--- config.mk ---
export PLATFORM = sky130hd
export DESIGN_NAME = comment_and_literal_blanker
export DESIGN_NICKNAME = d
export VERILOG_FILES = /design/src/rtl/clb_pkg.sv /design/src/rtl/clb_front.sv /design/src/rtl/clb_queue.sv /design/src/rtl/clb_back.sv /design/src/rtl/comment_and_literal_blanker.sv
export SDC_FILE = /design/constraint.sdc
export NUM_CORES = 1
export LEC_CHECK = 0
export ABC_AREA = 1
export ABC_CLOCK_PERIOD_IN_PS = 2500
export BUFFER_PORTS_ARGS = -buffer_cell sky130_fd_sc_hd__buf_2
export CAP_MARGIN = 5
export CORE_ASPECT_RATIO = 0.8
export CORE_UTILIZATION = 61
export DETAILED_ROUTE_END_ITERATION = 7
export PLACE_DENSITY_LB_ADDON = 0.3
export SYNTH_ARGS = -nofsm -noshare
export SYNTH_HDL_FRONTEND = slang
export SYNTH_HIERARCHICAL = 1
export SYNTH_SLANG_ARGS = --single-unit
export TNS_END_PERCENT = 10
--- constraint.sdc ---
create_clock -name i_clk -period 2.5 [get_ports i_clk]
set_input_delay 0 -clock i_clk [delete_from_list [all_inputs] [get_ports i_clk]]
set_output_delay 0 -clock i_clk [all_outputs]
set_load 0.05 [all_outputs]
--- src/rtl/clb_pkg.sv ---
// Shared constants and types for the comment and literal blanker.
`timescale 1ns / 1ps
package clb_pkg;

    // Character codes that steer both stages.
    localparam logic [7:0] CH_SLASH  = 8'h2F;
    localparam logic [7:0] CH_STAR   = 8'h2A;
    localparam logic [7:0] CH_DQUOTE = 8'h22;
    localparam logic [7:0] CH_SQUOTE = 8'h27;
    localparam logic [7:0] CH_BSLASH = 8'h5C;
    localparam logic [7:0] CH_NL     = 8'h0A;
    localparam logic [7:0] CH_SPACE  = 8'h20;

    // Default number of entries in the queue between front and back.
    localparam int QUEUE_DEPTH = 4;

    // One queue entry: the one or two bytes that stage one made from an item.
    typedef struct packed {
        logic [7:0] byte0;
        logic [7:0] byte1;
        logic       two;
        logic       last;
    } t_pair;

endpackage

--- src/rtl/clb_front.sv ---
// Front stage: accepts source bytes and blanks line and block comments.
`timescale 1ns / 1ps
module clb_front (
    input  logic          i_clk,
    input  logic          i_rst_n,
    input  logic          i_in_valid,
    input  logic [7:0]    i_in_byte,
    input  logic          i_in_last,
    input  logic          i_queue_full,
    output logic          o_in_ready,
    output logic          o_push,
    output clb_pkg::t_pair o_pair
);
    import clb_pkg::*;

    typedef enum logic [2:0] {
        CM_NORMAL = 3'b001,
        CM_LINE   = 3'b010,
        CM_BLOCK  = 3'b100
    } t_cmode;

    t_cmode r_mode, n_mode;
    logic   r_slash_held, n_slash_held;
    logic   r_star_seen, n_star_seen;
    logic   emit;
    logic   accept;

    assign o_in_ready = !i_queue_full;
    assign accept     = i_in_valid && !i_queue_full;
    assign o_push     = accept && emit;

    // Classify the byte against the comment state and build the queue entry.
    always_comb begin
        n_mode         = r_mode;
        n_slash_held   = r_slash_held;
        n_star_seen    = r_star_seen;
        emit           = 1'b1;
        o_pair.byte0   = CH_SPACE;
        o_pair.byte1   = CH_SPACE;
        o_pair.two     = 1'b0;
        o_pair.last    = i_in_last;
        unique case (r_mode)
            CM_LINE: begin
                if (i_in_byte == CH_NL) begin
                    n_mode       = CM_NORMAL;
                    o_pair.byte0 = CH_NL;
                end
            end
            CM_BLOCK: begin
                if (r_star_seen && i_in_byte == CH_SLASH) begin
                    n_mode      = CM_NORMAL;
                    n_star_seen = 1'b0;
                end else begin
                    o_pair.byte0 = (i_in_byte == CH_NL) ? CH_NL : CH_SPACE;
                    n_star_seen  = (i_in_byte == CH_STAR);
                end
            end
            default: begin
                n_mode = CM_NORMAL;
                if (r_slash_held) begin
                    n_slash_held = 1'b0;
                    o_pair.two   = 1'b1;
                    if (i_in_byte == CH_SLASH) begin
                        n_mode = CM_LINE;
                    end else if (i_in_byte == CH_STAR) begin
                        n_mode      = CM_BLOCK;
                        n_star_seen = 1'b0;
                    end else begin
                        o_pair.byte0 = CH_SLASH;
                        o_pair.byte1 = i_in_byte;
                    end
                end else if (i_in_byte == CH_SLASH && !i_in_last) begin
                    // A slash waits for the next byte to tell what it opens.
                    n_slash_held = 1'b1;
                    emit         = 1'b0;
                end else begin
                    o_pair.byte0 = i_in_byte;
                end
            end
        endcase
        // The end of a text returns the stage to its starting state.
        if (i_in_last) begin
            n_mode       = CM_NORMAL;
            n_slash_held = 1'b0;
            n_star_seen  = 1'b0;
        end
    end

    // Comment state registers.
    always_ff @(posedge i_clk) begin
        if (!i_rst_n) begin
            r_mode       <= CM_NORMAL;
            r_slash_held <= 1'b0;
            r_star_seen  <= 1'b0;
        end else if (accept) begin
            r_mode       <= n_mode;
            r_slash_held <= n_slash_held;
            r_star_seen  <= n_star_seen;
        end
    end

    // A held slash only exists in normal text.
    a_held_in_normal: assert property (@(posedge i_clk) disable iff (!i_rst_n)
        r_slash_held |-> r_mode == CM_NORMAL)
        else $error("slash held outside normal text");

    // A star inside a block comment is only tracked in block mode.
    a_star_in_block: assert property (@(posedge i_clk) disable iff (!i_rst_n)
        r_star_seen |-> r_mode == CM_BLOCK)
        else $error("star flag set outside a block comment");

    // An item that ends a text always leaves at least one byte.
    a_last_emits: assert property (@(posedge i_clk) disable iff (!i_rst_n)
        (accept && i_in_last) |-> o_push)
        else $error("final item produced no byte");

endmodule

--- src/rtl/clb_queue.sv ---
// Short register queue of byte pairs between the front and back stages.
`timescale 1ns / 1ps
module clb_queue #(
    parameter int DEPTH = clb_pkg::QUEUE_DEPTH
) (
    input  logic           i_clk,
    input  logic           i_rst_n,
    input  logic           i_push,
    input  clb_pkg::t_pair i_data,
    output logic           o_full,
    input  logic           i_pop,
    output logic           o_valid,
    output clb_pkg::t_pair o_data
);
    import clb_pkg::*;

    localparam int AW = (DEPTH > 1) ? $clog2(DEPTH) : 1;
    localparam int CW = $clog2(DEPTH + 1);
    localparam logic [AW-1:0] LAST_PTR = AW'(DEPTH - 1);
    localparam logic [CW-1:0] FULL_CNT = CW'(DEPTH);

    t_pair         r_mem [DEPTH];
    logic [AW-1:0] r_wr_ptr, r_rd_ptr;
    logic [CW-1:0] r_count, n_count;

    assign o_full  = (r_count == FULL_CNT);
    assign o_valid = (r_count != '0);
    assign o_data  = r_mem[r_rd_ptr];

    // Occupancy follows push and pop.
    always_comb begin
        case ({i_push, i_pop})
            2'b10:   n_count = r_count + CW'(1);
            2'b01:   n_count = r_count - CW'(1);
            default: n_count = r_count;
        endcase
    end

    // Pointers and occupancy.
    always_ff @(posedge i_clk) begin
        if (!i_rst_n) begin
            r_wr_ptr <= '0;
            r_rd_ptr <= '0;
            r_count  <= '0;
        end else begin
            r_count <= n_count;
            if (i_push) begin
                r_wr_ptr <= (r_wr_ptr == LAST_PTR) ? '0 : r_wr_ptr + AW'(1);
            end
            if (i_pop) begin
                r_rd_ptr <= (r_rd_ptr == LAST_PTR) ? '0 : r_rd_ptr + AW'(1);
            end
        end
    end

    // Entry storage.
    always_ff @(posedge i_clk) begin
        if (i_push) begin
            r_mem[r_wr_ptr] <= i_data;
        end
    end

    a_no_overflow: assert property (@(posedge i_clk) disable iff (!i_rst_n)
        o_full |-> !i_push)
        else $error("push into a full queue");

    a_no_underflow: assert property (@(posedge i_clk) disable iff (!i_rst_n)
        !o_valid |-> !i_pop)
        else $error("pop from an empty queue");

    a_count_range: assert property (@(posedge i_clk) disable iff (!i_rst_n)
        r_count <= FULL_CNT)
        else $error("queue occupancy out of range");

endmodule

--- src/rtl/clb_back.sv ---
// Back stage: blanks string and character literal contents, drives the output.
`timescale 1ns / 1ps
module clb_back (
    input  logic           i_clk,
    input  logic           i_rst_n,
    input  logic           i_q_valid,
    input  clb_pkg::t_pair i_q_data,
    output logic           o_pop,
    output logic           o_out_valid,
    input  logic           i_out_ready,
    output logic [7:0]     o_out_byte,
    output logic           o_out_last
);
    import clb_pkg::*;

    typedef enum logic [4:0] {
        LM_OUT     = 5'b00001,
        LM_STR     = 5'b00010,
        LM_STR_ESC = 5'b00100,
        LM_CHR     = 5'b01000,
        LM_CHR_ESC = 5'b10000
    } t_lmode;

    t_lmode     r_lit, n_lit;
    logic       r_sub;
    logic       r_out_valid;
    logic [7:0] r_out_byte, n_out_byte;
    logic       r_out_last;
    logic [7:0] cur;
    logic       is_final;
    logic       step;

    assign cur      = r_sub ? i_q_data.byte1 : i_q_data.byte0;
    assign is_final = !i_q_data.two || r_sub;
    assign step     = i_q_valid && (!r_out_valid || i_out_ready);
    assign o_pop    = step && is_final;

    assign o_out_valid = r_out_valid;
    assign o_out_byte  = r_out_byte;
    assign o_out_last  = r_out_last;

    // Literal state machine on the current byte.
    always_comb begin
        n_lit      = r_lit;
        n_out_byte = CH_SPACE;
        unique case (r_lit)
            LM_STR: begin
                if (cur == CH_DQUOTE) begin
                    n_lit      = LM_OUT;
                    n_out_byte = cur;
                end else if (cur == CH_BSLASH) begin
                    n_lit = LM_STR_ESC;
                end else if (cur == CH_NL) begin
                    n_out_byte = CH_NL;
                end
            end
            LM_STR_ESC: n_lit = LM_STR;
            LM_CHR: begin
                if (cur == CH_SQUOTE) begin
                    n_lit      = LM_OUT;
                    n_out_byte = cur;
                end else if (cur == CH_BSLASH) begin
                    n_lit = LM_CHR_ESC;
                end
            end
            LM_CHR_ESC: n_lit = LM_CHR;
            default: begin
                n_out_byte = cur;
                if (cur == CH_DQUOTE) begin
                    n_lit = LM_STR;
                end else if (cur == CH_SQUOTE) begin
                    n_lit = LM_CHR;
                end else begin
                    n_lit = LM_OUT;
                end
            end
        endcase
        // The final byte of a text leaves the stage outside any literal.
        if (i_q_data.last && is_final) begin
            n_lit = LM_OUT;
        end
    end

    // Control state: literal mode, byte select within an entry, output valid.
    always_ff @(posedge i_clk) begin
        if (!i_rst_n) begin
            r_lit       <= LM_OUT;
            r_sub       <= 1'b0;
            r_out_valid <= 1'b0;
        end else begin
            if (step) begin
                r_lit       <= n_lit;
                r_sub       <= !is_final;
                r_out_valid <= 1'b1;
            end else if (i_out_ready) begin
                r_out_valid <= 1'b0;
            end
        end
    end

    // Output payload.
    always_ff @(posedge i_clk) begin
        if (step) begin
            r_out_byte <= n_out_byte;
            r_out_last <= i_q_data.last && is_final;
        end
    end

    a_sub_needs_pair: assert property (@(posedge i_clk) disable iff (!i_rst_n)
        r_sub |-> (i_q_valid && i_q_data.two))
        else $error("second byte selected without a pending pair");

    a_last_clears: assert property (@(posedge i_clk) disable iff (!i_rst_n)
        (step && i_q_data.last && is_final) |=> (r_lit == LM_OUT && !r_sub))
        else $error("state not cleared after final byte");

    a_pop_only_final: assert property (@(posedge i_clk) disable iff (!i_rst_n)
        (o_pop && i_q_data.two) |-> r_sub)
        else $error("pair popped before its second byte");

endmodule

--- src/rtl/comment_and_literal_blanker.sv ---
// Top level of the C comment and literal blanker.
//
// Input channel: i_in_valid / o_in_ready carry one source byte per item
// (i_in_byte) with i_in_last marking the final byte of a text. Output
// channel: o_out_valid / i_out_ready carry one cleaned byte per item
// (o_out_byte) with o_out_last on the final byte of the text.
// The front stage blanks comments and turns each input item into zero, one
// or two bytes; a queue of QUEUE_DEPTH entries holds them for the back stage,
// which blanks literal contents and fills the output register.
// A byte passes through the queue and then the output register; the second
// byte of a released slash pair follows the first, and a slash in normal
// text waits for the next item. Throughput: one input item per cycle while
// the queue is not full; the back stage drives one output byte per cycle
// while the receiver is ready, so an item that releases a held slash needs
// an output slot for each of its bytes and the queue absorbs the difference.
// Reset clears the queue, the output valid flag and all comment and literal
// state. When the receiver stalls the output byte holds, the queue fills,
// and o_in_ready drops once the queue is full.
`timescale 1ns / 1ps
module comment_and_literal_blanker #(
    parameter int QUEUE_DEPTH = clb_pkg::QUEUE_DEPTH
) (
    input  logic       i_clk,
    input  logic       i_rst_n,
    input  logic       i_in_valid,
    output logic       o_in_ready,
    input  logic [7:0] i_in_byte,
    input  logic       i_in_last,
    output logic       o_out_valid,
    input  logic       i_out_ready,
    output logic [7:0] o_out_byte,
    output logic       o_out_last
);
    import clb_pkg::*;

    logic  push, pop, q_full, q_valid;
    t_pair front_pair, q_pair;

    // Comment blanking and input handshake.
    clb_front u_front (
        .i_clk        (i_clk),
        .i_rst_n      (i_rst_n),
        .i_in_valid   (i_in_valid),
        .i_in_byte    (i_in_byte),
        .i_in_last    (i_in_last),
        .i_queue_full (q_full),
        .o_in_ready   (o_in_ready),
        .o_push       (push),
        .o_pair       (front_pair)
    );

    // Decoupling queue.
    clb_queue #(
        .DEPTH (QUEUE_DEPTH)
    ) u_queue (
        .i_clk   (i_clk),
        .i_rst_n (i_rst_n),
        .i_push  (push),
        .i_data  (front_pair),
        .o_full  (q_full),
        .i_pop   (pop),
        .o_valid (q_valid),
        .o_data  (q_pair)
    );

    // Literal blanking and output register.
    clb_back u_back (
        .i_clk       (i_clk),
        .i_rst_n     (i_rst_n),
        .i_q_valid   (q_valid),
        .i_q_data    (q_pair),
        .o_pop       (pop),
        .o_out_valid (o_out_valid),
        .i_out_ready (i_out_ready),
        .o_out_byte  (o_out_byte),
        .o_out_last  (o_out_last)
    );

endmodule

==> reports/qor.yml <==
synth_nets: 539
grt_pass1_wl_um: 16000
seq_area_frac_synth: 0.576
path_max_fanout: 30
netlist_area_mm2: 0.00495
status: "finished clean"
ant_nets: 0
cap_violations: 0
overflow: 0
dieArea_mm2: 0.00848
crit_chain: "inv_8, o21ai_1, o22ai_1, inv_1, nor2_1, nor2_1, ha_1, inv_1, fa_1, inv_1, nand2_1, nand3_1, nand2_1, inv_1, nor2_1"
crit_family: "adder cells"
globalplace.congestion: 0.873
drive_gt1_frac: 0.168
antenna_found_initial: 0
p_leak_nw: 2.23
firstDrtPassIters: 6
yosysUniqueCellTypes: 35
clkTransAtPathRegs_ps: 90
hold_path_startpoint: "i_in_byte[3]"
slew_viol_final: 0
cts_tree: "built"
n_antenna_cell: 0
vias: 3627
worst_path_most_repeated_cell: "inv_1"
syn2layout_area_growth_pct: 7.99
grt_usage: 0.256
boundaryPins: 24
final_nets: 574
maxSlewHeadroom: 0.754
routed_via_density: 5.46
clk_path_buf_depth: 2
port-buffer-count: 23
yosysWarnings: 6
power_density_mw_per_mm2: 1080
hold_depth: 3
clock_skew_ps: 11.1
cpMaxStageDelayCell: "dfxtp_2"
core_mm2: 0.00764
ir_drop_mv: 0.678
wl_um: 9870
setup_viol: 0
cts_buffers: 9
fin_hold_ws_ps: 60.6
cts.root.buffer_cell: "clkbuf_8"
regToRegSetupSlack_ps: 170
crit_buf_inv: 5
syn_avg_cell_area_um2: 9.53
worstMarginPinSlew_ps: 369
die_h_um: 82.6
syn_inst: 519
clock-sinks: 102
dieWidth_um: 103
wl_per_cell_um: 14.9
fill_cells: 617
htreeDepth: 3
grt_max_degree: 31
cp_num_cells: 15
clock_latency_ps: 350
clock.fmax_mhz: 428
worstPathRequired_ps: 2750
period_minus_slack_ps: 2330
num_rows: 28
dp_hpwl_um: 7010
critical_path_class: "register to register"
hold_violations: 0
holdCritPathClass: "input port to register"
setup_tns_ps: 0
cp-end-kind: "register"
synth_seq_cells: 102
initial_core_util: 0.648
drt_first_iter_violations: 229
arrival_ps: 2590
startpoint_type: "register"
rsz0062_at_grt: "no"
drc_errors: 0
grt_pass1_vias: 3399
postCtsSetupRepairBufs: 0
rr_worst_depth: 15
post-route-period-util: 0.934
critPathMaxStageDelay_ps: 430
## worst paths after layout
| path | endpoint |
|---|---|
| worst min-delay path | u_queue/r_mem[3][5]$_DFFE_PP_ |
| worst max-delay path | u_queue/r_count[2]$_SDFFE_PN0P_ |
| worst max register to register | u_queue/r_count[2]$_SDFFE_PN0P_ |
| worst min register to register | u_back/r_lit[3]$_SDFFE_PN0P_ |
## cells in the mapped netlist
| library cell | n | area share |
|---|---|---|
| a211oi_1 | 1 | 0.0015 |
| a21boi_1 | 1 | 0.0015 |
| a21o_1 | 1 | 0.0015 |
| a21oi_1 | 12 | 0.012 |
| a31oi_1 | 1 | 0.0013 |
| buf_2 | 1 | 0.0010 |
| buf_4 | 3 | 0.0046 |
| buf_6 | 8 | 0.018 |
| buf_8 | 2 | 0.0061 |
| clkinv_2 | 1 | 0.0010 |
| dfxtp_1 | 21 | 0.085 |
| edfxtp_1 | 81 | 0.49 |
| fa_1 | 1 | 0.0040 |
| ha_1 | 6 | 0.015 |
| inv_1 | 55 | 0.042 |
| inv_2 | 6 | 0.0046 |
| inv_4 | 1 | 0.0013 |
| inv_8 | 1 | 0.0023 |
| nand2_1 | 107 | 0.081 |
| nand2_2 | 13 | 0.016 |
| nand2_4 | 1 | 0.0023 |
| nand3_1 | 19 | 0.019 |
| nand3_2 | 6 | 0.012 |
| nand3_4 | 1 | 0.0035 |
| nand3b_1 | 1 | 0.0015 |
| nand4_1 | 5 | 0.0063 |
| nor2_1 | 77 | 0.058 |
| nor2_2 | 3 | 0.0038 |
| nor2_4 | 7 | 0.016 |
| nor3_1 | 5 | 0.0051 |
| nor3_2 | 1 | 0.0020 |
| o21ai_0 | 33 | 0.033 |
| o21ai_1 | 15 | 0.015 |
| o21ai_2 | 3 | 0.0053 |
| o22ai_1 | 19 | 0.024 |
## worst min-delay path, cell delays in order
cell and delay, ps:
buf_2 120, nand2_1 60, nor2_1 60
## through the flow
stage                     setup WS, ps  cells  utilization  cell area [um2]  total power, mW
after floorplan                    303    519            -             4950             4.35
after global placement             282    645        0.673             5140             4.74
after detailed placement           105    645        0.673             5140             4.84
after CTS                         81.8    664        0.699             5340             5.75
after global routing              23.1    664        0.700             5340             6.14
final                              166    664        0.700             5340             5.75
## metal layers
layer / track usage / up-vias / wire [um]
li1: - / 1795 / -
met1: 0.322 / 1676 / 4280
met2: 0.431 / 137 / 4790
met3: 0.0480 / 19 / 628
met4: 0.120 / 0 / 167
met5: 0 / - / 0
## final cells by class
type	instances	area, um2	area share
flip-flops and latches	102	2850	0.534
clock inverters	3	20.0	0.00375
multi-input cells	339	1700	0.319
inverters	64	251	0.0471
clock buffers	13	149	0.0279
repair buffers	38	235	0.0440
well taps	105	131	0.0246
## what timing repair did
item,CTS,global route
setup endpoints to repair,0,2
resized for setup,0,2
hold buffers,3,0
endpoints found under the hold margin,10,0
## registers in the layout, summed over array words and instances, names as in the netlist, named ones only
register,flops
u_front/r_star_seen,1
u_front/r_mode,3
u_back/o_out_valid,1
u_front/r_slash_held,1
u_queue/r_count,3
u_back/o_out_last,1
u_back/o_out_byte,8
u_queue/r_rd_ptr,2
u_queue/r_wr_ptr,2
u_back/r_lit,5
u_queue/r_mem,72
u_back/r_sub,1
## cells by family after synthesis
family,after synthesis,synth area share
buffers and inverters,78,0.0807
AOI/OAI and AO/OA,86,0.0958
and+or+nand+nor,246,0.228
adders and majority gates,7,0.0192
DFF,102,0.576
## where the power goes
group          internal [mW]  leakage, nW  switching (mW)
registers               2.21        0.924           0.126
clock network          0.392       0.0879           0.525
logic                  0.718         1.21            1.78
total                   3.32         2.23            2.43
## placed cells by master (no fill, tap or decap)
| cell type | instances |
|---|---|
| nand3_2 | 6 |
| nor2_2 | 3 |
| edfxtp_1 | 81 |
| nand2_4 | 1 |
| a21oi_1 | 12 |
| inv_8 | 1 |
| o21ai_0 | 33 |
| nand2_1 | 107 |
| inv_2 | 6 |
| fa_1 | 1 |
| nand2_2 | 13 |
| clkbuf_1 | 3 |
| nand3_4 | 1 |
| a21o_1 | 1 |
| inv_1 | 55 |
| o21ai_2 | 3 |
| nand3b_1 | 1 |
| nor2_1 | 77 |
| nor3_1 | 5 |
| clkbuf_8 | 10 |
| a31oi_2 | 1 |
| nor2_4 | 7 |
| clkinv_2 | 2 |
| a21boi_1 | 1 |
| inv_4 | 2 |
| dlygate4sd3_1 | 3 |
| dfxtp_1 | 20 |
| o22ai_1 | 19 |
| nand3_1 | 19 |
| ha_1 | 6 |
| nor3_2 | 1 |
| buf_4 | 12 |
| buf_2 | 23 |
| nand4_1 | 5 |
| clkinv_4 | 1 |
| a211oi_1 | 1 |
| dfxtp_2 | 1 |
| o21ai_1 | 15 |
Power figures use the tool's default switching activity.
